===== src/sv/tac_pkg.sv =====
`timescale 1ns / 1ps
// ----------------------------------------------------------------------------
// tac_pkg
// Shared types and codes for the tile average color core.
// ----------------------------------------------------------------------------
package tac_pkg;

   // register indexes (paddr[3:2])
   localparam logic [1:0] REG_TILE_WIDTH   = 2'd0;
   localparam logic [1:0] REG_PIXEL_FORMAT = 2'd1;
   localparam logic [1:0] REG_FIRST_TILE   = 2'd2;
   localparam logic [1:0] REG_LAST_TILE    = 2'd3;

   // pixel formats
   localparam logic [1:0] FMT_PALETTE = 2'd0;
   localparam logic [1:0] FMT_RGB555  = 2'd1;

   localparam int unsigned TILE_NUM_W = 16;
   localparam int unsigned COLOR_W    = 8;
   localparam int unsigned PAL_WORD_W = 24;

   typedef enum logic [1:0] {
      DIV_IDLE,
      DIV_RUN,
      DIV_DONE
   } div_state_type;

   // configuration side effects on the accumulator
   typedef struct packed {
      logic                  clear_tile;
      logic                  load_tile;
      logic [TILE_NUM_W-1:0] first_tile;
   } cfg_event_type;

   typedef struct packed {
      logic [TILE_NUM_W-1:0] tile_number;
      logic [COLOR_W-1:0]    avg_red;
      logic [COLOR_W-1:0]    avg_green;
      logic [COLOR_W-1:0]    avg_blue;
   } result_type;

endpackage


===== src/sv/tac_divider.sv =====
`timescale 1ns / 1ps
// ----------------------------------------------------------------------------
// tac_divider
// Three-lane restoring divider (shared divisor) with output register.
// Quotient is known to be below 256, so eight steps suffice.
// ----------------------------------------------------------------------------
module tac_divider #(
   parameter int unsigned CNT_W = 13,
   parameter int unsigned SUM_W = 21
) (
   input  logic                           clock,
   input  logic                           reset,
   input  logic                           start,
   input  logic [SUM_W-1:0]               red_sum,
   input  logic [SUM_W-1:0]               green_sum,
   input  logic [SUM_W-1:0]               blue_sum,
   input  logic [CNT_W-1:0]               total,
   input  logic [tac_pkg::TILE_NUM_W-1:0] tile_number,
   output logic                           busy,
   output logic                           out_valid,
   input  logic                           out_stall,
   output tac_pkg::result_type            out_data
);

   localparam int unsigned QW = tac_pkg::COLOR_W;
   localparam int unsigned SW = $clog2(QW);

   tac_pkg::div_state_type state_ff, state_in;

   logic [SUM_W-1:0]               rem_r_ff, rem_g_ff, rem_b_ff;
   logic [SUM_W-1:0]               rem_r_in, rem_g_in, rem_b_in;
   logic [SUM_W-1:0]               dvs_ff;
   logic [QW-1:0]                  q_r_ff, q_g_ff, q_b_ff;
   logic [QW-1:0]                  q_r_in, q_g_in, q_b_in;
   logic [SW-1:0]                  step_ff;
   logic [tac_pkg::TILE_NUM_W-1:0] tile_ff;
   logic                           out_valid_ff, out_valid_in;
   logic                           load_out;
   tac_pkg::result_type            out_ff;

   // one restoring step per lane
   always_comb begin
      rem_r_in = rem_r_ff;
      rem_g_in = rem_g_ff;
      rem_b_in = rem_b_ff;
      q_r_in   = {q_r_ff[QW-2:0], 1'b0};
      q_g_in   = {q_g_ff[QW-2:0], 1'b0};
      q_b_in   = {q_b_ff[QW-2:0], 1'b0};
      if (rem_r_ff >= dvs_ff) begin
         rem_r_in  = rem_r_ff - dvs_ff;
         q_r_in[0] = 1'b1;
      end
      if (rem_g_ff >= dvs_ff) begin
         rem_g_in  = rem_g_ff - dvs_ff;
         q_g_in[0] = 1'b1;
      end
      if (rem_b_ff >= dvs_ff) begin
         rem_b_in  = rem_b_ff - dvs_ff;
         q_b_in[0] = 1'b1;
      end
   end

   always_comb begin
      state_in     = state_ff;
      load_out     = 1'b0;
      out_valid_in = out_valid_ff && out_stall;
      case (state_ff)
         tac_pkg::DIV_IDLE: begin
            if (start) begin
               state_in = tac_pkg::DIV_RUN;
            end
         end
         tac_pkg::DIV_RUN: begin
            if (step_ff == SW'(QW - 1)) begin
               state_in = tac_pkg::DIV_DONE;
            end
         end
         tac_pkg::DIV_DONE: begin
            if (!out_valid_ff || !out_stall) begin
               load_out     = 1'b1;
               out_valid_in = 1'b1;
               state_in     = tac_pkg::DIV_IDLE;
            end
         end
         default: begin
            state_in = tac_pkg::DIV_IDLE;
         end
      endcase
   end

   always_ff @(posedge clock) begin
      if (reset) begin
         state_ff     <= tac_pkg::DIV_IDLE;
         out_valid_ff <= 1'b0;
      end else begin
         state_ff     <= state_in;
         out_valid_ff <= out_valid_in;
      end
   end

   always_ff @(posedge clock) begin
      if (state_ff == tac_pkg::DIV_IDLE && start) begin
         rem_r_ff <= red_sum;
         rem_g_ff <= green_sum;
         rem_b_ff <= blue_sum;
         dvs_ff   <= SUM_W'(total) << (QW - 1);
         q_r_ff   <= '0;
         q_g_ff   <= '0;
         q_b_ff   <= '0;
         step_ff  <= '0;
         tile_ff  <= tile_number;
      end else if (state_ff == tac_pkg::DIV_RUN) begin
         rem_r_ff <= rem_r_in;
         rem_g_ff <= rem_g_in;
         rem_b_ff <= rem_b_in;
         dvs_ff   <= dvs_ff >> 1;
         q_r_ff   <= q_r_in;
         q_g_ff   <= q_g_in;
         q_b_ff   <= q_b_in;
         step_ff  <= step_ff + SW'(1);
      end
      if (load_out) begin
         out_ff.tile_number <= tile_ff;
         out_ff.avg_red     <= q_r_ff;
         out_ff.avg_green   <= q_g_ff;
         out_ff.avg_blue    <= q_b_ff;
      end
   end

   assign busy      = state_ff != tac_pkg::DIV_IDLE;
   assign out_valid = out_valid_ff;
   assign out_data  = out_ff;

endmodule


===== config.mk =====
export PLATFORM = sky130hd
export DESIGN_NAME = tac_divider
export DESIGN_NICKNAME = d
export VERILOG_FILES = /design/src/sv/tac_pkg.sv /design/src/sv/tac_divider.sv
export SDC_FILE = /design/constraint.sdc
export NUM_CORES = 1
export LEC_CHECK = 0
export ABC_AREA = 1
export CAP_MARGIN = 20
export CORE_MARGIN = 10
export CORE_UTILIZATION = 64
export DETAILED_ROUTE_END_ITERATION = 10
export DONT_BUFFER_PORTS = 1
export MAX_ROUTING_LAYER = met4
export PLACE_DENSITY_LB_ADDON = 0.3
export RECOVER_POWER = 25
export SKIP_LAST_GASP = 1
export SYNTH_ARGS = -nofsm -noshare
export SYNTH_HDL_FRONTEND = slang
export SYNTH_SLANG_ARGS = --single-unit

===== constraint.sdc =====
create_clock -name clock -period 4.28 [get_ports clock]
set_clock_uncertainty 0.05 [all_clocks]
set_input_delay 0 -clock clock [delete_from_list [all_inputs] [get_ports clock]]
set_output_delay 0 -clock clock [all_outputs]
set_load 0.01 [all_outputs]

* After elaboration in Yosys (flattened, before gate mapping) *
Cells that the tools add are included.

storage, ports and cells
  register bits = 169
  memories kept = 0
  word-level logic and storage cells = 66
  bits in writable memories = 0
  ROM bits = 0
  bits in latches = 0

cells by class
  $mul = 0
  $add $sub $neg = 4
  $lt $le $gt $ge = 3
  divide/modulo/power cells = 0
  shift-type cells = 0
  eq/ne operators = 6
  bitwise gates (word level) = 0
  muxes and demuxes = 22
  reduce and logical (&&, ||, !) cells = 15

operators by type and width
  operator               number
  $mux W21               9
  $ge A21 B20 Y1         3
  $sub A21 B20 Y21       3
  $mux W20               2
  $reduce_bool A2 Y1     5
  $mux W1                7
  $mux W2                3
  $ne A2 B2 Y1 const B   3
  $pmux W2 S3            1
  $reduce_and A2 Y1      3
  $add A3 B1 Y3 const B  1
  $eq A3 B3 Y1 const B   1
  $reduce_and A3 Y1      1
  $eq A2 B1 Y1 const B   1
  $eq A2 B2 Y1 const B   1
  $logic_and A1 B1 Y1    2
  $logic_not A1 Y1       2
  $logic_not A2 Y1       1
  $logic_or A1 B1 Y1     1

* Logic depth before layout (Yosys ltp) *
  depth after elaboration = 4
  gate-level depth with buffers = 14
  depth with buffers taken out = 14

* Least setup slack after synthesis *
No wires, ideal clock.

  kind = flip-flop to flip-flop
  from = register state_ff[0]
  to = register out_ff, in the netlist out_data[0], enable pin
  setup slack = 1.603 ns
  setup time = 0.438 ns
  arrival = 2.189 ns
  stages on the path, launching flop included = 4
  required time = 3.792 ns
  path buffers = 0
  path through = dfxtp_1 inv_1 nand2_1 nor2_1

between the ends
  word-level cells in the longest chain between the ends = 2

ends and longest elaborated chain
  item                    line               source
  start, declared         tac_divider.sv:28  tac_pkg::div_state_type state_ff, state_in;
  start signal, assigned  tac_divider.sv:93  state_ff <= tac_pkg::DIV_IDLE;
  start signal, assigned  tac_divider.sv:96  state_ff <= state_in;
  $eq A2 B2 Y1            tac_divider.sv:67  case (state_ff)
  $mux W1                 tac_divider.sv:67
  via load_out            tac_divider.sv:38  logic load_out;
  end, declared           tac_divider.sv:39  tac_pkg::result_type out_ff;

The timed path passes the listed nets, and every way through them passes these cells.
A chain may end at the register's enable or synchronous reset.

* Worst setup path in the final report *
  from = register dvs_ff[1]
  to = register rem_r_ff[6], enable pin

between the ends
  word-level cells in the longest chain between the ends = 3

ends and longest elaborated chain
  item                                 line                source
  start, declared                      tac_divider.sv:32   logic [SUM_W-1:0] dvs_ff;
  start signal, assigned               tac_divider.sv:106  dvs_ff <= SUM_W'(total) << (QW - 1);
  start signal, assigned               tac_divider.sv:116  dvs_ff <= dvs_ff >> 1;
  $ge A21 B20 Y1                       tac_divider.sv:49   if (rem_r_ff >= dvs_ff) begin
  $reduce_bool A2 Y1 (no source line)  --
  $reduce_and A2 Y1 (no source line)   --
  end signal, assigned                 tac_divider.sv:103  rem_r_ff <= red_sum;
  end signal, assigned                 tac_divider.sv:113  rem_r_ff <= rem_r_in;
  end, declared                        tac_divider.sv:30   logic [SUM_W-1:0] rem_r_ff, rem_g_ff, rem_b_ff;

Every way passes these cells.

==> metrics.md <==
| Metric | Value |
|---|---|
| Result of the run | `complete, no violations` |
| Combinational family with the most area after synthesis | `simple AND/OR/NAND/NOR gates` |
| Final-report max-slew violation count | `0` |
| Placed wire-length estimate | `20,040 um` |
| Cell total after placement | `1,530` |
| Clock buffers created by TritonCTS | `17` |
| Source of the worst register-to-register timing path | `dvs_ff[1]` |
| Overall fraction of global-route tracks in use | `0.2826` |
| Launching element of the worst setup path | `dvs_ff[1]` |
| Number of gates resized after cts | `0` |
| Max cap viols | `0` |
| Share of layout cells above drive strength 1 | `0.05332` |
| Power density relative to cell area | `611.5 nW/um2` |
| TritonCTS clock tree | `done` |
| Transition time at the pin with the least slew margin | `1004 ps` |
| Standard-cell rows | `46` |
| Cell type of the slowest stage on the worst timing path | `sky130_fd_sc_hd__nand2_1` |
| Setup fix buffers added after clock tree synthesis | `0` |
| Final-stage net count | `1,592` |
| First DRT Iteration DRCs | `887` |
| Complex-gate fraction of the synthesized area | `0.07339` |
| Area of the core region | `15,830 um2` |
| Global-route wire length before repair | `47,300 um` |
| Hold Fails Final Rpt | `0` |
| # diodes | `0` |
| Sw Pwr | `3.205 mW` |
| Cell at the root of the clock tree | `sky130_fd_sc_hd__clkbuf_16` |
| Unrepaired setup endpoints after global routing | `no` |
| Static leakage power | `5.580 nW` |
| Sw Ratio | `0.4334` |
| Number of global-route vias before repair | `8,947` |
| Adder and majority cell fraction of the synthesized area | `0.08117` |
| Yosys synthesis warning count | `0` |
| WP depth | `12` |
| RePlAce Congestion | `0.9671` |
| Initial Util | `0.6506` |
| Data arrival time of the critical path | `3060 ps` |
| Post-synthesis mux area share | `0` |
| Crit path kind | `register to register` |
| Net Count, Synth | `1,498` |
| Number of DRC violations after detailed routing | `0` |
| Clock slew seen by the registers of the worst setup and hold paths | `70 ps` |
| DR vias/cell | `5.569` |
| Power, Total | `7.394 mW` |
| Endpoints failing setup | `0` |
| Final cell count without fillers | `1,660` |
| Global route total overflow | `0` |
| Number of top-level pins | `138` |
| Relative slew slack | `0.3289` |
| Crit. End Element | `register` |
| Post-synthesis average cell area | `7.702 um2` |
| Total iterations of the first detailed-routing run | `6` |
| Reg2reg end | `rem_r_ff[6]` |
| Proportion of power drawn by the clock network | `0.214` |
| Period utilisation layout | `0.7114` |
| Sink Count | `169` |
| P_int | `4.189 mW` |
| Critical-path cell list | `inv_1 > ha_1 > nand3_1 > nand3_2 > nand2_1 > nand2_1 > nand2_1 > nand2_1 > nand2_1 > nand2_1 > nand2_1 > nand2_1` |
| Synth cell types | `34` |
| Clock latency at the later pin of the worst-skew pair | `450 ps` |
| Library cell appearing most often on the critical path | `sky130_fd_sc_hd__nand2_1` |
| Number of levels in the clock H-tree | `4` |
| Wire length per cell after detailed routing | `17.92 um` |
| Final WL | `29,750 um` |
| Top library cells by usage in the layout, fill and taps aside | `sky130_fd_sc_hd__nand2_1 (474), sky130_fd_sc_hd__inv_1 (154), sky130_fd_sc_hd__nor2_1 (135), sky130_fd_sc_hd__edfxtp_1 (132), sky130_fd_sc_hd__dlygate4sd3_1 (96)` |
| Largest net degree at the start of global routing | `63` |
| Area Overhead vs Synth | `17.41%` |
| Number of antenna violations at the first check in global routing | `0` |
| Maximum clock frequency | `328.4 MHz` |
| Delay of the slowest critical-path stage | `770 ps` |
| Final cell utilization of the core | `0.7639` |
| Combinational cell fraction of total power | `0.470` |
| Synthesized-area fraction occupied by xor and xnor cells | `0.01021` |
| CP Max Fanout | `21` |
| Die area | `21,560 um2` |
| Sequential group share of total power | `0.316` |
| Nature of the critical path startpoint | `register` |
| Register-to-Register Path Depth | `12` |
| Final standard cell area without fillers | `12,090 um2` |
| Simple logic cell fraction of the synthesized area | `0.3039` |
| Detail Route Antenna Nets | `0` |
| Die width | `146.8 um` |
| Last element of the critical path | `rem_r_ff[6]` |
| Accumulated negative setup slack | `0 ps` |
| Crit path time final | `3045 ps` |
| Synth Instances | `1,337` |
| Post-Synthesis Cell Area | `10,300 um2` |
| Most common library cell in the layout ignoring fill and taps | `sky130_fd_sc_hd__nand2_1` |
| Post-placement cell area | `10,460 um2` |
| Top delay family on crit path | `simple AND/OR/NAND/NOR gates` |
| Number of buffers on the longest clock path | `2` |
| Buffers & Inverters on Critical Path | `1` |
| Count of input and output buffers | `0` |
| Worst min-delay path class | `input port to register` |
| Slack of the worst reg-to-reg path | `1240 ps` |
| Peak ir drop on the vdd network | `0.5185 mV` |
| Total vias in the final route | `9,245` |
| Post-synthesis sequential element count | `169` |
| Sequential fraction of the synthesis area | `0.4569` |
| Vertical die dimension | `146.8 um` |
| Required time of the worst setup path | `4300 ps` |
[sequential cells by signal, indices dropped and copies added, names as in the netlist]
| signal | cells |
|---|---|
| dvs_ff | 20 |
| out_data | 40 |
| out_valid | 1 |
| q_b_ff | 8 |
| q_g_ff | 8 |
| q_r_ff | 8 |
| rem_b_ff | 21 |
| rem_g_ff | 21 |
| rem_r_ff | 21 |
| state_ff | 2 |
| step_ff | 3 |
| tile_ff | 16 |
[cell families (layout without fill, tap and decap cells)]
logic type,Yosys count,after routing
DFF,169,169
xor gates and xnor gates,12,12
adders and majority gates,65,65
AOI/OAI and AO/OA,142,142
buffers and inverters,193,300
and+or+nand+nor,756,756
[metrics by stage]
stage	worst slack, ps	hold slack, ps
final	1235	129.9
after global routing	969.5	131.5
after CTS	1270	115.7
after detailed placement	1293	21.56
after global placement	1340	19.50
after floorplan	1603	19.07
[final cells by class]
class,count,area [um2]
repair buffers,102,1039
clock inverters,15,193.9
well taps,216,270.3
clock buffers,17,425.4
fillers,1141,3737
inverters,166,624.3
flip-flops and latches,169,4705
multi-input cells,975,4833
[worst register-to-register path: stages (launching register included)]
cell and delay (ps):
sky130_fd_sc_hd__dfxtp_1 510, sky130_fd_sc_hd__inv_1 200, sky130_fd_sc_hd__ha_1 360, sky130_fd_sc_hd__nand3_1 100, sky130_fd_sc_hd__nand3_2 130, sky130_fd_sc_hd__nand2_1 60
sky130_fd_sc_hd__nand2_1 120, sky130_fd_sc_hd__nand2_1 90, sky130_fd_sc_hd__nand2_1 90, sky130_fd_sc_hd__nand2_1 50, sky130_fd_sc_hd__nand2_1 60, sky130_fd_sc_hd__nand2_1 60
sky130_fd_sc_hd__nand2_1 770
[synthesized netlist by cell type (all sizes together)]
cell type	n	area (um2)
inv	166	623.1
xnor2	8	70.07
nand3b	18	135.1
nand2	484	1842
a21oi	57	296.5
nand3	78	405.4
nand4	7	43.79
o21bai	9	67.56
o21ai	76	391.6
nor3	15	75.07
dfxtp	37	740.7
and2	3	18.77
edfxtp	132	3964
nor2b	1	6.260
clkbuf	7	26.28
or2	8	50.05
ha	62	775.7
buf	20	117.6
xor2	4	35.03
nor2	140	540.5
nor4	2	12.51
fa	3	60.06
[power groups by stage]
stage | Combinational, mW | Clock, mW | Sequential (mW)
floorplan | 2.56 | 0 | 2.31
global placement | 3.21 | 0 | 2.36
detailed placement | 3.26 | 0 | 2.36
CTS | 3.37 | 1.59 | 2.33
global route | 3.94 | 1.65 | 2.36
finish | 3.48 | 1.58 | 2.34
[timing repair]
item | in CTS | in global routing
endpoints found under the hold margin | 111 | 0
endpoints found under the setup margin | 0 | 0
hold buffers | 96 | 0
[metal layers]
| metal | track usage | part of all wire | wire length [um] |
|---|---|---|---|
| met4 | 0.1026 | 0.032 | 963 |
| met1 | 0.3440 | 0.40 | 11870 |
| met2 | 0.4597 | 0.48 | 14400 |
| met3 | 0.05559 | 0.084 | 2513 |
| met5 | - | 0 | 0 |
[worst min path at each step]
| stage | slack [ps] | start | end | cells past startpoint |
|---|---|---|---|---|
| 3_3_place_gp | 20 | reset | state_ff[1] | 1 |
| 4_1_cts | 120 | tile_number[4] | tile_ff[4] | 1 |
| 2_1_floorplan | 20 | reset | out_valid | 1 |
| 3_5_place_dp | 20 | reset | state_ff[1] | 1 |
| 6_report | 130 | tile_number[8] | tile_ff[8] | 1 |
| 5_1_grt | 130 | tile_number[6] | tile_ff[6] | 1 |
Note: power is estimated with default switching activity, not from simulation.
