`src/sv/tac_pkg.sv`:
```
`timescale 1ns / 1ps
// ----------------------------------------------------------------------------
// tac_pkg
// Shared types and codes for the tile average color core.
// ----------------------------------------------------------------------------
package tac_pkg;

   // register indexes (paddr[3:2])
   localparam logic [1:0] REG_TILE_WIDTH   = 2'd0;
   localparam logic [1:0] REG_PIXEL_FORMAT = 2'd1;
   localparam logic [1:0] REG_FIRST_TILE   = 2'd2;
   localparam logic [1:0] REG_LAST_TILE    = 2'd3;

   // pixel formats
   localparam logic [1:0] FMT_PALETTE = 2'd0;
   localparam logic [1:0] FMT_RGB555  = 2'd1;

   localparam int unsigned TILE_NUM_W = 16;
   localparam int unsigned COLOR_W    = 8;
   localparam int unsigned PAL_WORD_W = 24;

   typedef enum logic [1:0] {
      DIV_IDLE,
      DIV_RUN,
      DIV_DONE
   } div_state_type;

   // configuration side effects on the accumulator
   typedef struct packed {
      logic                  clear_tile;
      logic                  load_tile;
      logic [TILE_NUM_W-1:0] first_tile;
   } cfg_event_type;

   typedef struct packed {
      logic [TILE_NUM_W-1:0] tile_number;
      logic [COLOR_W-1:0]    avg_red;
      logic [COLOR_W-1:0]    avg_green;
      logic [COLOR_W-1:0]    avg_blue;
   } result_type;

endpackage

```
`src/sv/tac_accum.sv`:
```
`timescale 1ns / 1ps
// ----------------------------------------------------------------------------
// tac_accum
// Per-tile color sums, pixel count, tile number and end-of-stream flag.
// ----------------------------------------------------------------------------
module tac_accum #(
   parameter int unsigned CNT_W = 13,
   parameter int unsigned SUM_W = 21
) (
   input  logic                           clock,
   input  logic                           reset,
   input  tac_pkg::cfg_event_type         cfg_evt,
   input  logic [tac_pkg::TILE_NUM_W-1:0] last_tile,
   input  logic [CNT_W-1:0]               total,
   input  logic                           pix_valid,
   input  logic [tac_pkg::COLOR_W-1:0]    pix_red,
   input  logic [tac_pkg::COLOR_W-1:0]    pix_green,
   input  logic [tac_pkg::COLOR_W-1:0]    pix_blue,
   input  logic                           div_busy,
   output logic                           hold,
   output logic                           div_start,
   output logic [SUM_W-1:0]               red_sum,
   output logic [SUM_W-1:0]               green_sum,
   output logic [SUM_W-1:0]               blue_sum,
   output logic [tac_pkg::TILE_NUM_W-1:0] tile_number
);

   logic [SUM_W-1:0]               red_ff, green_ff, blue_ff;
   logic [SUM_W-1:0]               red_in, green_in, blue_in;
   logic [CNT_W-1:0]               count_ff, count_in, count_inc;
   logic [tac_pkg::TILE_NUM_W-1:0] tile_ff, tile_in;
   logic                           finished_ff, finished_in;
   logic                           counted, complete;

   always_comb begin
      counted   = pix_valid && !finished_ff && (tile_ff <= last_tile);
      count_inc = count_ff + CNT_W'(1);
      complete  = count_inc >= total;
      red_sum   = red_ff + SUM_W'(pix_red);
      green_sum = green_ff + SUM_W'(pix_green);
      blue_sum  = blue_ff + SUM_W'(pix_blue);
      hold      = counted && complete && div_busy;
      div_start = counted && complete && !div_busy;

      red_in      = red_ff;
      green_in    = green_ff;
      blue_in     = blue_ff;
      count_in    = count_ff;
      tile_in     = tile_ff;
      finished_in = finished_ff;

      if (div_start) begin
         red_in   = '0;
         green_in = '0;
         blue_in  = '0;
         count_in = '0;
         tile_in  = tile_ff + tac_pkg::TILE_NUM_W'(1);
         if (tile_ff == last_tile) begin
            finished_in = 1'b1;
         end
      end else if (counted && !complete) begin
         red_in   = red_sum;
         green_in = green_sum;
         blue_in  = blue_sum;
         count_in = count_inc;
      end

      // config writes must only arrive while the pipe is empty; this block does not check it
      if (cfg_evt.clear_tile) begin
         red_in   = '0;
         green_in = '0;
         blue_in  = '0;
         count_in = '0;
      end
      if (cfg_evt.load_tile) begin
         tile_in     = cfg_evt.first_tile;
         finished_in = 1'b0;
      end
   end

   always_ff @(posedge clock) begin
      if (reset) begin
         red_ff      <= '0;
         green_ff    <= '0;
         blue_ff     <= '0;
         count_ff    <= '0;
         tile_ff     <= '0;
         finished_ff <= 1'b0;
      end else begin
         red_ff      <= red_in;
         green_ff    <= green_in;
         blue_ff     <= blue_in;
         count_ff    <= count_in;
         tile_ff     <= tile_in;
         finished_ff <= finished_in;
      end
   end

   assign tile_number = tile_ff;

endmodule

```
`config.mk`:
```
export PLATFORM = sky130hd
export DESIGN_NAME = tac_accum
export DESIGN_NICKNAME = d
export VERILOG_FILES = /design/src/sv/tac_pkg.sv /design/src/sv/tac_accum.sv
export SDC_FILE = /design/constraint.sdc
export NUM_CORES = 1
export LEC_CHECK = 0
export BUFFER_PORTS_ARGS = -buffer_cell sky130_fd_sc_hd__buf_2
export CAP_MARGIN = 20
export CORE_UTILIZATION = 59
export CTS_CLUSTER_SIZE = 10
export DETAILED_ROUTE_END_ITERATION = 6
export GPL_ROUTABILITY_DRIVEN = 0
export PLACE_DENSITY = 0.86
export SKIP_CTS_REPAIR_TIMING = 1
export SLEW_MARGIN = 25
export SYNTH_ARGS = -nofsm -noshare
export SYNTH_HDL_FRONTEND = slang
export SYNTH_SLANG_ARGS = --single-unit
```
`constraint.sdc`:
```
create_clock -name clock -period 10.1 [get_ports clock]
set_input_delay 3.03 -clock clock [delete_from_list [all_inputs] [get_ports clock]]
set_output_delay 3.03 -clock clock [all_outputs]
set_load 0.1 [all_outputs]
```
==> After elaboration in Yosys (flattened, before gate mapping) <==
Index checks and enable logic that the tools add are counted.
{ "classes": {"addsub": 5, "multipliers": 0, "div": 0, "magnitude_cmp": 2, "eq_ne": 1, "n_shift": 0, "mux": 2, "n_bitwise": 0, "n_reduce_logical": 13} }
{ "op_table": {"columns": ["operator", "count"], "rows": [
  ["$add 21x8->21", 3],
  ["$mux 16", 2],
  ["$add 16x1->16 const B", 1],
  ["$eq 16x16->1", 1],
  ["$le 16x16->1", 1],
  ["$add 13x1->13 const B", 1],
  ["$ge 13x13->1", 1],
  ["$logic_and 1x1->1", 6],
  ["$logic_not 1->1", 3],
  ["$reduce_or 3->1", 1],
  ["$reduce_and 2->1", 1],
  ["$reduce_bool 2->1", 1],
  ["$reduce_or 2->1", 1]
]} }
{ "word_totals": {"reg_bits": 93, "latchBits": 0, "mem_bits_rw": 0, "rom_bits": 0, "in_bits": 75, "elab_cells": 29, "mem_count": 0} }

==> Longest topological paths before layout <==
Gate-level depths: netlist (run 1).
{ "depth": {"ltp_word": 7, "ltp_mapped": 17} }

==> Worst setup path after synthesis (run 1) <==
OpenSTA, ideal clock, no wires.
{ "synth_timing": {"path_kind": "in2out", "from": "input last_tile[1] (netlist name)", "to": "output hold", "arrival_time_ps": 6237, "path_slack_ps": 833, "cell_stages": 10, "path_buffers": 3, "path_cell_list": "inv_1 ha_1 nor2b_1 o211ai_1 a211oi_1 or4_1 clkbuf_1 clkbuf_1 clkbuf_1 a21oi_1"} }
{ "synth_between": {"elab_chain_len": 4} }
{ "synth_rtl": {"columns": ["item", "line", "text"], "rows": [
  ["start: declaration", "tac_accum.sv:13", "input logic [tac_pkg::TILE_NUM_W-1:0] last_tile,"],
  ["$le 16x16->1", "tac_accum.sv:36", "counted = pix_valid && !finished_ff && (tile_ff <= last_tile);"],
  ["$logic_and 1x1->1", "tac_accum.sv:36", null],
  ["$logic_and 1x1->1 (2 in a row)", "tac_accum.sv:42", "hold = counted && complete && div_busy;"],
  ["end: declaration", "tac_accum.sv:20", "output logic hold,"]
]} }
Every way passes these cells.

==> Worst setup path in the final report (run 1) <==
{ "layout_timing": {"from": "input pix_green[0] (netlist name)", "to": "output green_sum[18]"} }
{ "layout_between": {"elab_chain_len": 1} }
{ "layout_rtl": {"columns": ["item", "line", "text"], "rows": [
  ["start: declaration", "tac_accum.sv:17", "input logic [tac_pkg::COLOR_W-1:0] pix_green,"],
  ["$add 21x8->21", "tac_accum.sv:40", "green_sum = green_ff + SUM_W'(pix_green);"],
  ["end: declaration", "tac_accum.sv:23", "output logic [SUM_W-1:0] green_sum,"]
]} }
Every way passes these cells.

==> results of run 1 <==
## cells by family after synthesis
family | synth area share (%)
compound gates | 21.7
xor+xnor | 13.5
fa+ha+maj | 11.2
buf+inv | 5.71
flops | 27.9
mux | 0.150
simple gates | 19.9
## sequential cells by signal, summed over array words and instances (netlist names)
name / count
blue_ff: 21
green_ff: 21
red_ff: 21
tile_number: 16
count_ff: 13
finished_ff: 1
## final cells by class
type / instances / area (µm²) / share of cell area [%]
clock inverter: 3 / 42.5 / 0.542
inverter: 57 / 214 / 2.72
multi-input combinational: 646 / 4450 / 56.7
tap: 140 / 175 / 2.23
sequential: 93 / 1860 / 23.7
timing repair buffer: 163 / 836 / 10.6
clock buffer: 13 / 270 / 3.44
## critical path: cells and delay by family
family | cells | cell delay (ns)
compound gates | 2 | 0.65
xor+xnor | 1 | 0.16
fa+ha+maj | 2 | 0.58
buf+inv | 3 | 0.58
simple gates | 3 | 0.80
## synth_stat cells, types with 16 or more instances
| master | number | share of area, % |
|---|---|---|
| inv_1 | 56 | 3.1 |
| ha_1 | 55 | 10 |
| o31ai_1 | 19 | 2.1 |
| xor2_1 | 35 | 4.6 |
| a211oi_1 | 31 | 3.5 |
| nand2_1 | 78 | 4.4 |
| a21oi_1 | 76 | 5.7 |
| xnor2_1 | 68 | 8.9 |
| nand3_1 | 30 | 2.2 |
| o21ai_0 | 16 | 1.2 |
| dfxtp_1 | 93 | 28 |
| clkbuf_1 | 28 | 1.6 |
| nor2_1 | 76 | 4.3 |
## placed cells by master, fill, tap and decap left out, types with 3 or more instances in the layout
cell type / synthesis / routed
a2111oi_0: 8 / 8
a2111oi_2: 7 / 7
a211o_1: 4 / 4
a211oi_1: 31 / 31
a21o_1: 13 / 13
a21oi_1: 76 / 75
a31oi_1: 3 / 3
and2_1: 4 / 4
and3_1: 13 / 13
and4_1: 3 / 3
buf_2: 10 / 155
buf_4: 0 / 8
clkbuf_16: 0 / 9
clkbuf_8: 0 / 3
dfxtp_1: 93 / 93
fa_1: 3 / 3
ha_1: 55 / 55
inv_1: 56 / 56
nand2_1: 78 / 78
nand2b_1: 4 / 4
nand3_1: 30 / 30
nand3b_1: 4 / 4
nand4_1: 12 / 12
nor2_1: 76 / 76
nor2b_1: 6 / 6
nor3_1: 7 / 7
o2111ai_1: 4 / 4
o211ai_1: 10 / 10
o21a_1: 6 / 6
o21ai_0: 16 / 16
o31ai_1: 19 / 19
or2_2: 8 / 8
or3_1: 10 / 9
or4_1: 15 / 15
xnor2_1: 68 / 68
xor2_1: 35 / 35
## routing by layer
metal	up-vias	wire (µm)	track usage [%]
li1	3236	-	-
met1	3001	7280	35.5
met2	178	7880	49.2
met3	24	870	6.15
met4	0	234	8.20
met5	-	0	0
## per-stage QoR
step / util, % / area [µm²] / setup WS (ns) / std cells
2_1_floorplan: - / 6680 / 0.833 / 837
3_3_place_gp: 68.9 / 7540 / 1.40 / 1099
3_5_place_dp: 68.9 / 7540 / 1.30 / 1099
4_1_cts: 71.8 / 7850 / 1.29 / 1115
5_1_grt: 71.8 / 7850 / 1.04 / 1115
6_report: 71.8 / 7850 / 1.28 / 1115
## worst max path at each step
| stage | endpoint | slack, ns | cells after the start |
|---|---|---|---|
| final | green_sum[18] | 1.28 | 11 |
| after global routing | blue_sum[12] | 1.04 | 11 |
| after CTS | green_sum[18] | 1.29 | 11 |
| after detailed placement | green_sum[18] | 1.30 | 11 |
| after global placement | green_sum[20] | 1.40 | 11 |
| after floorplan | hold | 0.83 | 10 |
## power breakdown
group / total (W) / internal [W] / switching, W
clock: 0.000356 / 0.000212 / 0.000144
combinational: 0.000280 / 0.0000648 / 0.000215
sequential: 0.000386 / 0.000376 / 0.0000104
total: 0.00102 / 0.000653 / 0.000369
==> results.json, run 1 <==
{
  "reg2reg_depth": 16,
  "via_per_inst": 5.77,
  "fmax_ghz": 0.113,
  "ys_seq_elements": 93,
  "startpoint_type": "primary input",
  "cts_buffers": 9,
  "synth_edf_count": 0,
  "dieArea_um2": 11800,
  "ys_seq_area_share_pct": 27.9,
  "ys_warn_count": 0,
  "antenna_found_initial": 0,
  "syn_area_um2": 6680,
  "r2r-end": "red_ff[9]",
  "rr_startpoint": "count_ff[0]",
  "dp_hpwl_um": 11500,
  "status": "finished clean",
  "fin_crit_ns": 8.82,
  "r2r_setup_slack_ns": 5.32,
  "syn_to_final_growth_pct": 17.6,
  "cpMostUsedCell": "buf_2",
  "max-slew-margin-rel_pct": 34.7,
  "vdd_drop_max_v": 0.000137,
  "rows": 38,
  "grt-ovfl-total": 0,
  "hold_depth": 2,
  "final_net_count": 1103,
  "max_cap_violations": 0,
  "drv_slew": 0,
  "grt_pass1_vias": 5832,
  "die_h_um": 108,
  "required_ns": 7.07,
  "min_delay_worst_endpoint": "green_ff[7]",
  "worstSetupPathType": "primary input to primary output",
  "n_antenna_cell": 0,
  "die_w_um": 108,
  "dr.pass1.iters": 4,
  "antenna_left": 0,
  "htree_levels": 3,
  "wire_per_inst_um": 14.6,
  "powerDensity_nw_per_um2": 130,
  "clk_path_buf_depth": 2,
  "hold_class": "flip-flop to flip-flop",
  "cp_max_fo": 12,
  "leakage_nw": 3.43,
  "slowest_stage": "a31oi_1",
  "fin_crit_sh_pct": 87.3,
  "skew_ns": 0.00913,
  "whs_ns": 0.461,
  "crit_start": "pix_green[0]",
  "io_pins": 156,
  "fillers": 898,
  "cts_root_buf": "clkbuf_16",
  "via_count": 6439,
  "final.setup.tns_ns": 0,
  "worstSetupEndpointType": "primary output",
  "start_util_pct": 61.1,
  "cp_cell_sequence": "buf_2, ha_1, inv_1, fa_1, nor2b_1, o2111ai_1, a31oi_1, nand2_1, nor2_1, xor2_1, buf_2",
  "finalSetupViolations": 0,
  "drt_iter0_markers": 337,
  "max_stage_delay_ns": 0.50,
  "grt_max_degree": 77,
  "power_w": 0.00102,
  "syn_nets": 970,
  "post_synth.cell_area_avg_um2": 7.98,
  "clk_pin_slew_ns": 0.07,
  "synthFlopType": "dfxtp_1",
  "tightest_slew_ns": 0.978,
  "design.core.area_um2": 10900,
  "drt_wl_total_um": 16300,
  "cts_tree": "yes",
  "synthCells": 837,
  "hold_path.startpoint": "green_ff[7]",
  "hold_viol": 0,
  "rsz0062_at_grt": "no",
  "drc": 0,
  "grt_first_pass_wirelength_um": 26700,
  "cp.arrival_ns": 5.79,
  "drive_above_1_share_pct": 20.6,
  "synth.distinct_cells": 53,
  "clk-insertion-delay-late_ns": 0.34,
  "gr-usage-all-layers_pct": 28.5,
  "port_buffers": 155,
  "synthArstFlopShare_pct": 0,
  "clock_sinks": 93
}
No activity file was read; power rests on OpenSTA's default activity.
==> inputs of run 2 (changes only) <==
- clock period: 10.1 -> 11.2 ns (I/O delays scaled with it)
==> results.json, run 2 (synthesis gave the netlist of run 1 again) <==
{
  "grt_pass1_vias": 5814,
  "grtUsageMet2_pct": 48.4,
  "startpoint_type": "primary input",
  "final_cell_mix": "155 x buf_2, 93 x dfxtp_1, 78 x nand2_1",
  "cp.arrival_ns": 6.16,
  "antenna_left": 0,
  "grt_first_pass_wirelength_um": 26700,
  "htree_levels": 3,
  "die_w_um": 108,
  "reg2reg_depth": 16,
  "finalSetupViolations": 0,
  "tightest_slew_ns": 0.965,
  "dieArea_um2": 11800,
  "max-slew-margin-rel_pct": 35.6,
  "via_per_inst": 5.76,
  "grtUsageMet1_pct": 36.0,
  "wire_per_inst_um": 14.8,
  "cts_tree": "yes",
  "design.core.area_um2": 10900,
  "clk-insertion-delay-late_ns": 0.34,
  "required_ns": 7.84,
  "antenna_found_initial": 0,
  "vdd_drop_max_v": 0.000121,
  "cts_buffers": 9,
  "fin_util_pct": 72.1,
  "setup_ws_ns": 1.68,
  "via_count": 6422,
  "rows": 38,
  "place_ws_ns": 1.73,
  "skew_ns": 0.00838,
  "cp_max_fo": 12,
  "hold_viol": 0,
  "cpMostUsedCell": "buf_2",
  "rr_startpoint": "count_ff[0]",
  "fmax_ghz": 0.105,
  "port_buffers": 155,
  "critPathTopFamily": "simple AND/OR/NAND/NOR gates",
  "worstSetupEndpointType": "primary output",
  "grt_max_degree": 77,
  "drt_wl_total_um": 16500,
  "cp.depth": 11,
  "clk_pin_slew_ns": 0.06,
  "fin_crit_sh_pct": 85.0,
  "powerDensity_nw_per_um2": 120,
  "die_h_um": 108,
  "cts_root_buf": "clkbuf_16",
  "io_pins": 156,
  "drc": 0,
  "fin_crit_ns": 9.52,
  "crit_buf_inv": 3,
  "slowest_stage": "a31oi_1",
  "n_antenna_cell": 0,
  "status": "finished clean",
  "r2r-end": "red_ff[9]",
  "r2r_setup_slack_ns": 6.42,
  "power_w": 0.000950,
  "drive_above_1_share_pct": 20.7,
  "worstSetupPathType": "primary input to primary output",
  "grt-ovfl-total": 0,
  "hold_class": "flip-flop to flip-flop",
  "start_util_pct": 61.1,
  "max_cap_violations": 0,
  "reg_top3": "blue_ff: 21 flops, green_ff: 21 flops, red_ff: 21 flops",
  "final_net_count": 1103,
  "rsz0062_at_grt": "no",
  "drt_iter0_markers": 400,
  "dp_hpwl_um": 11600,
  "fillers": 899,
  "whs_ns": 0.462,
  "max_stage_delay_ns": 0.52,
  "crit_start": "pix_green[0]",
  "top_usage_layer": "met2",
  "cp_cell_sequence": "buf_2, ha_1, inv_1, fa_1, nor2b_1, o2111ai_1, a31oi_1, nand2_1, nor2_1, xor2_1, buf_2",
  "layout_commonest_cell": "buf_2",
  "cp-endpoint": "green_sum[16]",
  "leakage_nw": 3.45,
  "clk_path_buf_depth": 2,
  "dr.pass1.iters": 5,
  "gr-usage-all-layers_pct": 28.4,
  "drv_slew": 0,
  "final.setup.tns_ns": 0,
  "met3_usage_pct": 5.79,
  "clock_sinks": 93,
  "syn_to_final_growth_pct": 18.0
}
==> run 2: layer usage <==
layer	part of all wire [%]	wire, µm
met5	0	0
met4	1.6	269
met3	5.6	921
met2	48	7980
met1	44	7330
==> run 2: cell type report <==
class / instances / area [µm²] / share of cell area, %
inverter: 57 / 214 / 2.71
clock inverter: 3 / 65.1 / 0.825
timing repair buffer: 163 / 836 / 10.6
tap: 140 / 175 / 2.22
multi-input combinational: 646 / 4450 / 56.5
clock buffer: 13 / 280 / 3.55
sequential: 93 / 1860 / 23.6
==> run 2: worst reg2reg max path, stage by stage (launching register included) <==
cell and delay [ns]:
dfxtp_1 0.40, ha_1 0.25, nand3_1 0.17, nor2_1 0.24
and3_1 0.25, and3_1 0.24, xor2_1 0.19, ha_1 0.26
a21o_1 0.16, a211o_1 0.31, a211o_1 0.32, o31ai_4 0.24
buf_4 0.36, a211oi_4 0.14, or3_2 0.44, buf_4 0.37
o21ba_2 0.39
==> run 2: worst min path at each step <==
stage | from | endpoint | depth (start not counted) | slack, ns
2_1_floorplan | blue_ff[0] | blue_ff[0] | 2 | 0.44
3_3_place_gp | red_ff[2] | red_ff[2] | 2 | 0.45
3_5_place_dp | green_ff[7] | green_ff[7] | 2 | 0.45
4_1_cts | green_ff[7] | green_ff[7] | 2 | 0.46
5_1_grt | blue_ff[6] | blue_ff[6] | 2 | 0.48
6_report | green_ff[0] | green_ff[0] | 2 | 0.46
==> run 2: power by group <==
| part | switching [W] | total, W | internal [W] |
|---|---|---|---|
| clock | 0.000129 | 0.000348 | 0.000220 |
| sequential | 0.00000971 | 0.000349 | 0.000339 |
| combinational | 0.000194 | 0.000253 | 0.0000584 |
| total | 0.000333 | 0.000950 | 0.000617 |
==> run 2: metrics by stage <==
| step | instances | cell area [µm²] |
|---|---|---|
| 5_1_grt | 1115 | 7890 |
| 6_report | 1115 | 7890 |
| 4_1_cts | 1115 | 7890 |
| 2_1_floorplan | 837 | 6680 |
| 3_3_place_gp | 1099 | 7540 |
| 3_5_place_dp | 1099 | 7540 |
==> inputs of run 3 (changes only) <==
- CORE_UTILIZATION: 59 -> 55
- PLACE_DENSITY: 0.86 -> 0.81
- clock period: 11.2 -> 9.45 ns (I/O delays scaled with it)
==> results.json, run 3 (synthesis gave the netlist of run 1 again) <==
{
  "status": "finished with violations",
  "violations": "design-rule violations",
  "max_cap_violations": 0,
  "via_count": 6446,
  "start_util_pct": 57.5,
  "fin_crit_sh_pct": 88.0,
  "worstSetupPathType": "primary input to primary output",
  "grt_max_degree": 77,
  "io_pins": 156,
  "pwr-share-comb_pct": 27.0,
  "tightest_slew_ns": 0.976,
  "drv_slew": 0,
  "grt_pass1_vias": 6077,
  "gr-usage-all-layers_pct": 26.7,
  "power_frac_clock_pct": 35.6,
  "cts_root_buf": "clkbuf_16",
  "max-slew-margin-rel_pct": 34.9,
  "fmax_ghz": 0.120,
  "drt_iter0_markers": 340,
  "swShare_pct": 36.4,
  "hold_viol": 0,
  "final_net_count": 1104,
  "dp_hpwl_um": 11800,
  "power.switching_w": 0.000403,
  "clock_sinks": 93,
  "drive_above_1_share_pct": 20.7,
  "worstSetupEndpointType": "primary output",
  "finalSetupViolations": 0,
  "clk_pin_slew_ns": 0.07,
  "cts_buffers": 9,
  "wire_per_inst_um": 14.6,
  "antenna_left": 0,
  "vdd_drop_max_v": 0.000108,
  "seqPwrFrac_pct": 37.4,
  "leakage_nw": 3.43,
  "drt_wl_total_um": 16300,
  "startpoint_type": "primary input",
  "via_per_inst": 5.76,
  "dr.pass1.iters": 7,
  "powerDensity_nw_per_um2": 141,
  "htree_levels": 3,
  "cp_max_fo": 11,
  "grt-ovfl-total": 0,
  "fin_crit_ns": 8.32,
  "reg_top3": "blue_ff: 21 flops, green_ff: 21 flops, red_ff: 21 flops",
  "clk_path_buf_depth": 2,
  "hold_class": "flip-flop to flip-flop",
  "die_w_um": 112,
  "cts_tree": "yes",
  "antenna_found_initial": 0,
  "grt_first_pass_wirelength_um": 27400,
  "rows": 39,
  "skew_ns": 0.00679,
  "final_cell_mix": "155 x buf_2, 93 x dfxtp_1, 78 x nand2_1",
  "place_area_um2": 7550,
  "n_antenna_cell": 0,
  "design.core.area_um2": 11600,
  "cp.arrival_ns": 5.48,
  "required_ns": 6.62,
  "internal-power_w": 0.000703,
  "port_buffers": 155,
  "dieArea_um2": 12600,
  "rsz0062_at_grt": "no",
  "drc": 6,
  "final.setup.tns_ns": 0,
  "fin_area_um2": 7870,
  "syn_to_final_growth_pct": 17.8,
  "power_w": 0.00111,
  "die_h_um": 112,
  "clk-insertion-delay-late_ns": 0.35,
  "layout_commonest_cell": "buf_2"
}
## run 3: cell types whose count changed in the layout (fill, tap and decap cells not counted)
cell	delta
clkbuf_1	+1
buf_4	+1
clkinvlp_4	+3
clkbuf_8	-4
## run 3: power groups by stage
stage	combinational (W)	sequential, W	clock (W)
floorplan	0.000208	0.000452	0
global placement	0.000295	0.000421	0
detailed placement	0.000298	0.000422	0
CTS	0.000299	0.000413	0.000402
global route	0.000317	0.000414	0.000419
finish	0.000298	0.000413	0.000394
## run 3: worst max-delay path, cell delays in order
cell and delay (ns):
buf_2 0.08, ha_1 0.18, inv_1 0.06, fa_1 0.40, nor2b_1 0.19, o2111ai_1 0.15
a31oi_1 0.34, nand3_1 0.40, nor2_1 0.24, xor2_1 0.16, buf_2 0.44
## run 3: worst paths after layout
kind / startpoint / end / slack, ns / depth (start not counted)
worst min-delay path: red_ff[2] / red_ff[2] / 0.46 / 2
worst min register to register: red_ff[2] / red_ff[2] / 0.46 / 2
worst max register to register: count_ff[0] / red_ff[20] / 4.59 / 16
worst max-delay path: pix_blue[0] / blue_sum[16] / 1.13 / 11
## run 3: routing by layer
metal,global-route usage [%],vias up,part of all wire [%]
li1,-,3237,-
met1,32.6,2996,45
met2,46.4,189,48
met3,5.89,24,5.6
met4,9.24,0,1.9
met5,0,-,0
## run 3: area by class of cell
type                    count  area [µm²]
fillers                  1040        3750
clock buffers              10         229
inverters                  57         214
flip-flops and latches     93        1860
multi-input cells         646        4450
repair buffers            164         843
clock inverters             6        87.6
well taps                 143         179
## run 3: stage by stage
| step | setup WS [ns] | util [%] | std cells | hold slack, ns |
|---|---|---|---|---|
| 6_report | 1.13 | 67.7 | 1119 | 0.459 |
| 5_1_grt | 0.814 | 67.7 | 1119 | 0.482 |
| 4_1_cts | 1.13 | 67.7 | 1119 | 0.460 |
| 3_5_place_dp | 1.15 | 65.0 | 1103 | 0.451 |
| 3_3_place_gp | 1.20 | 65.0 | 1103 | 0.447 |
| 2_1_floorplan | 0.573 | - | 837 | 0.440 |
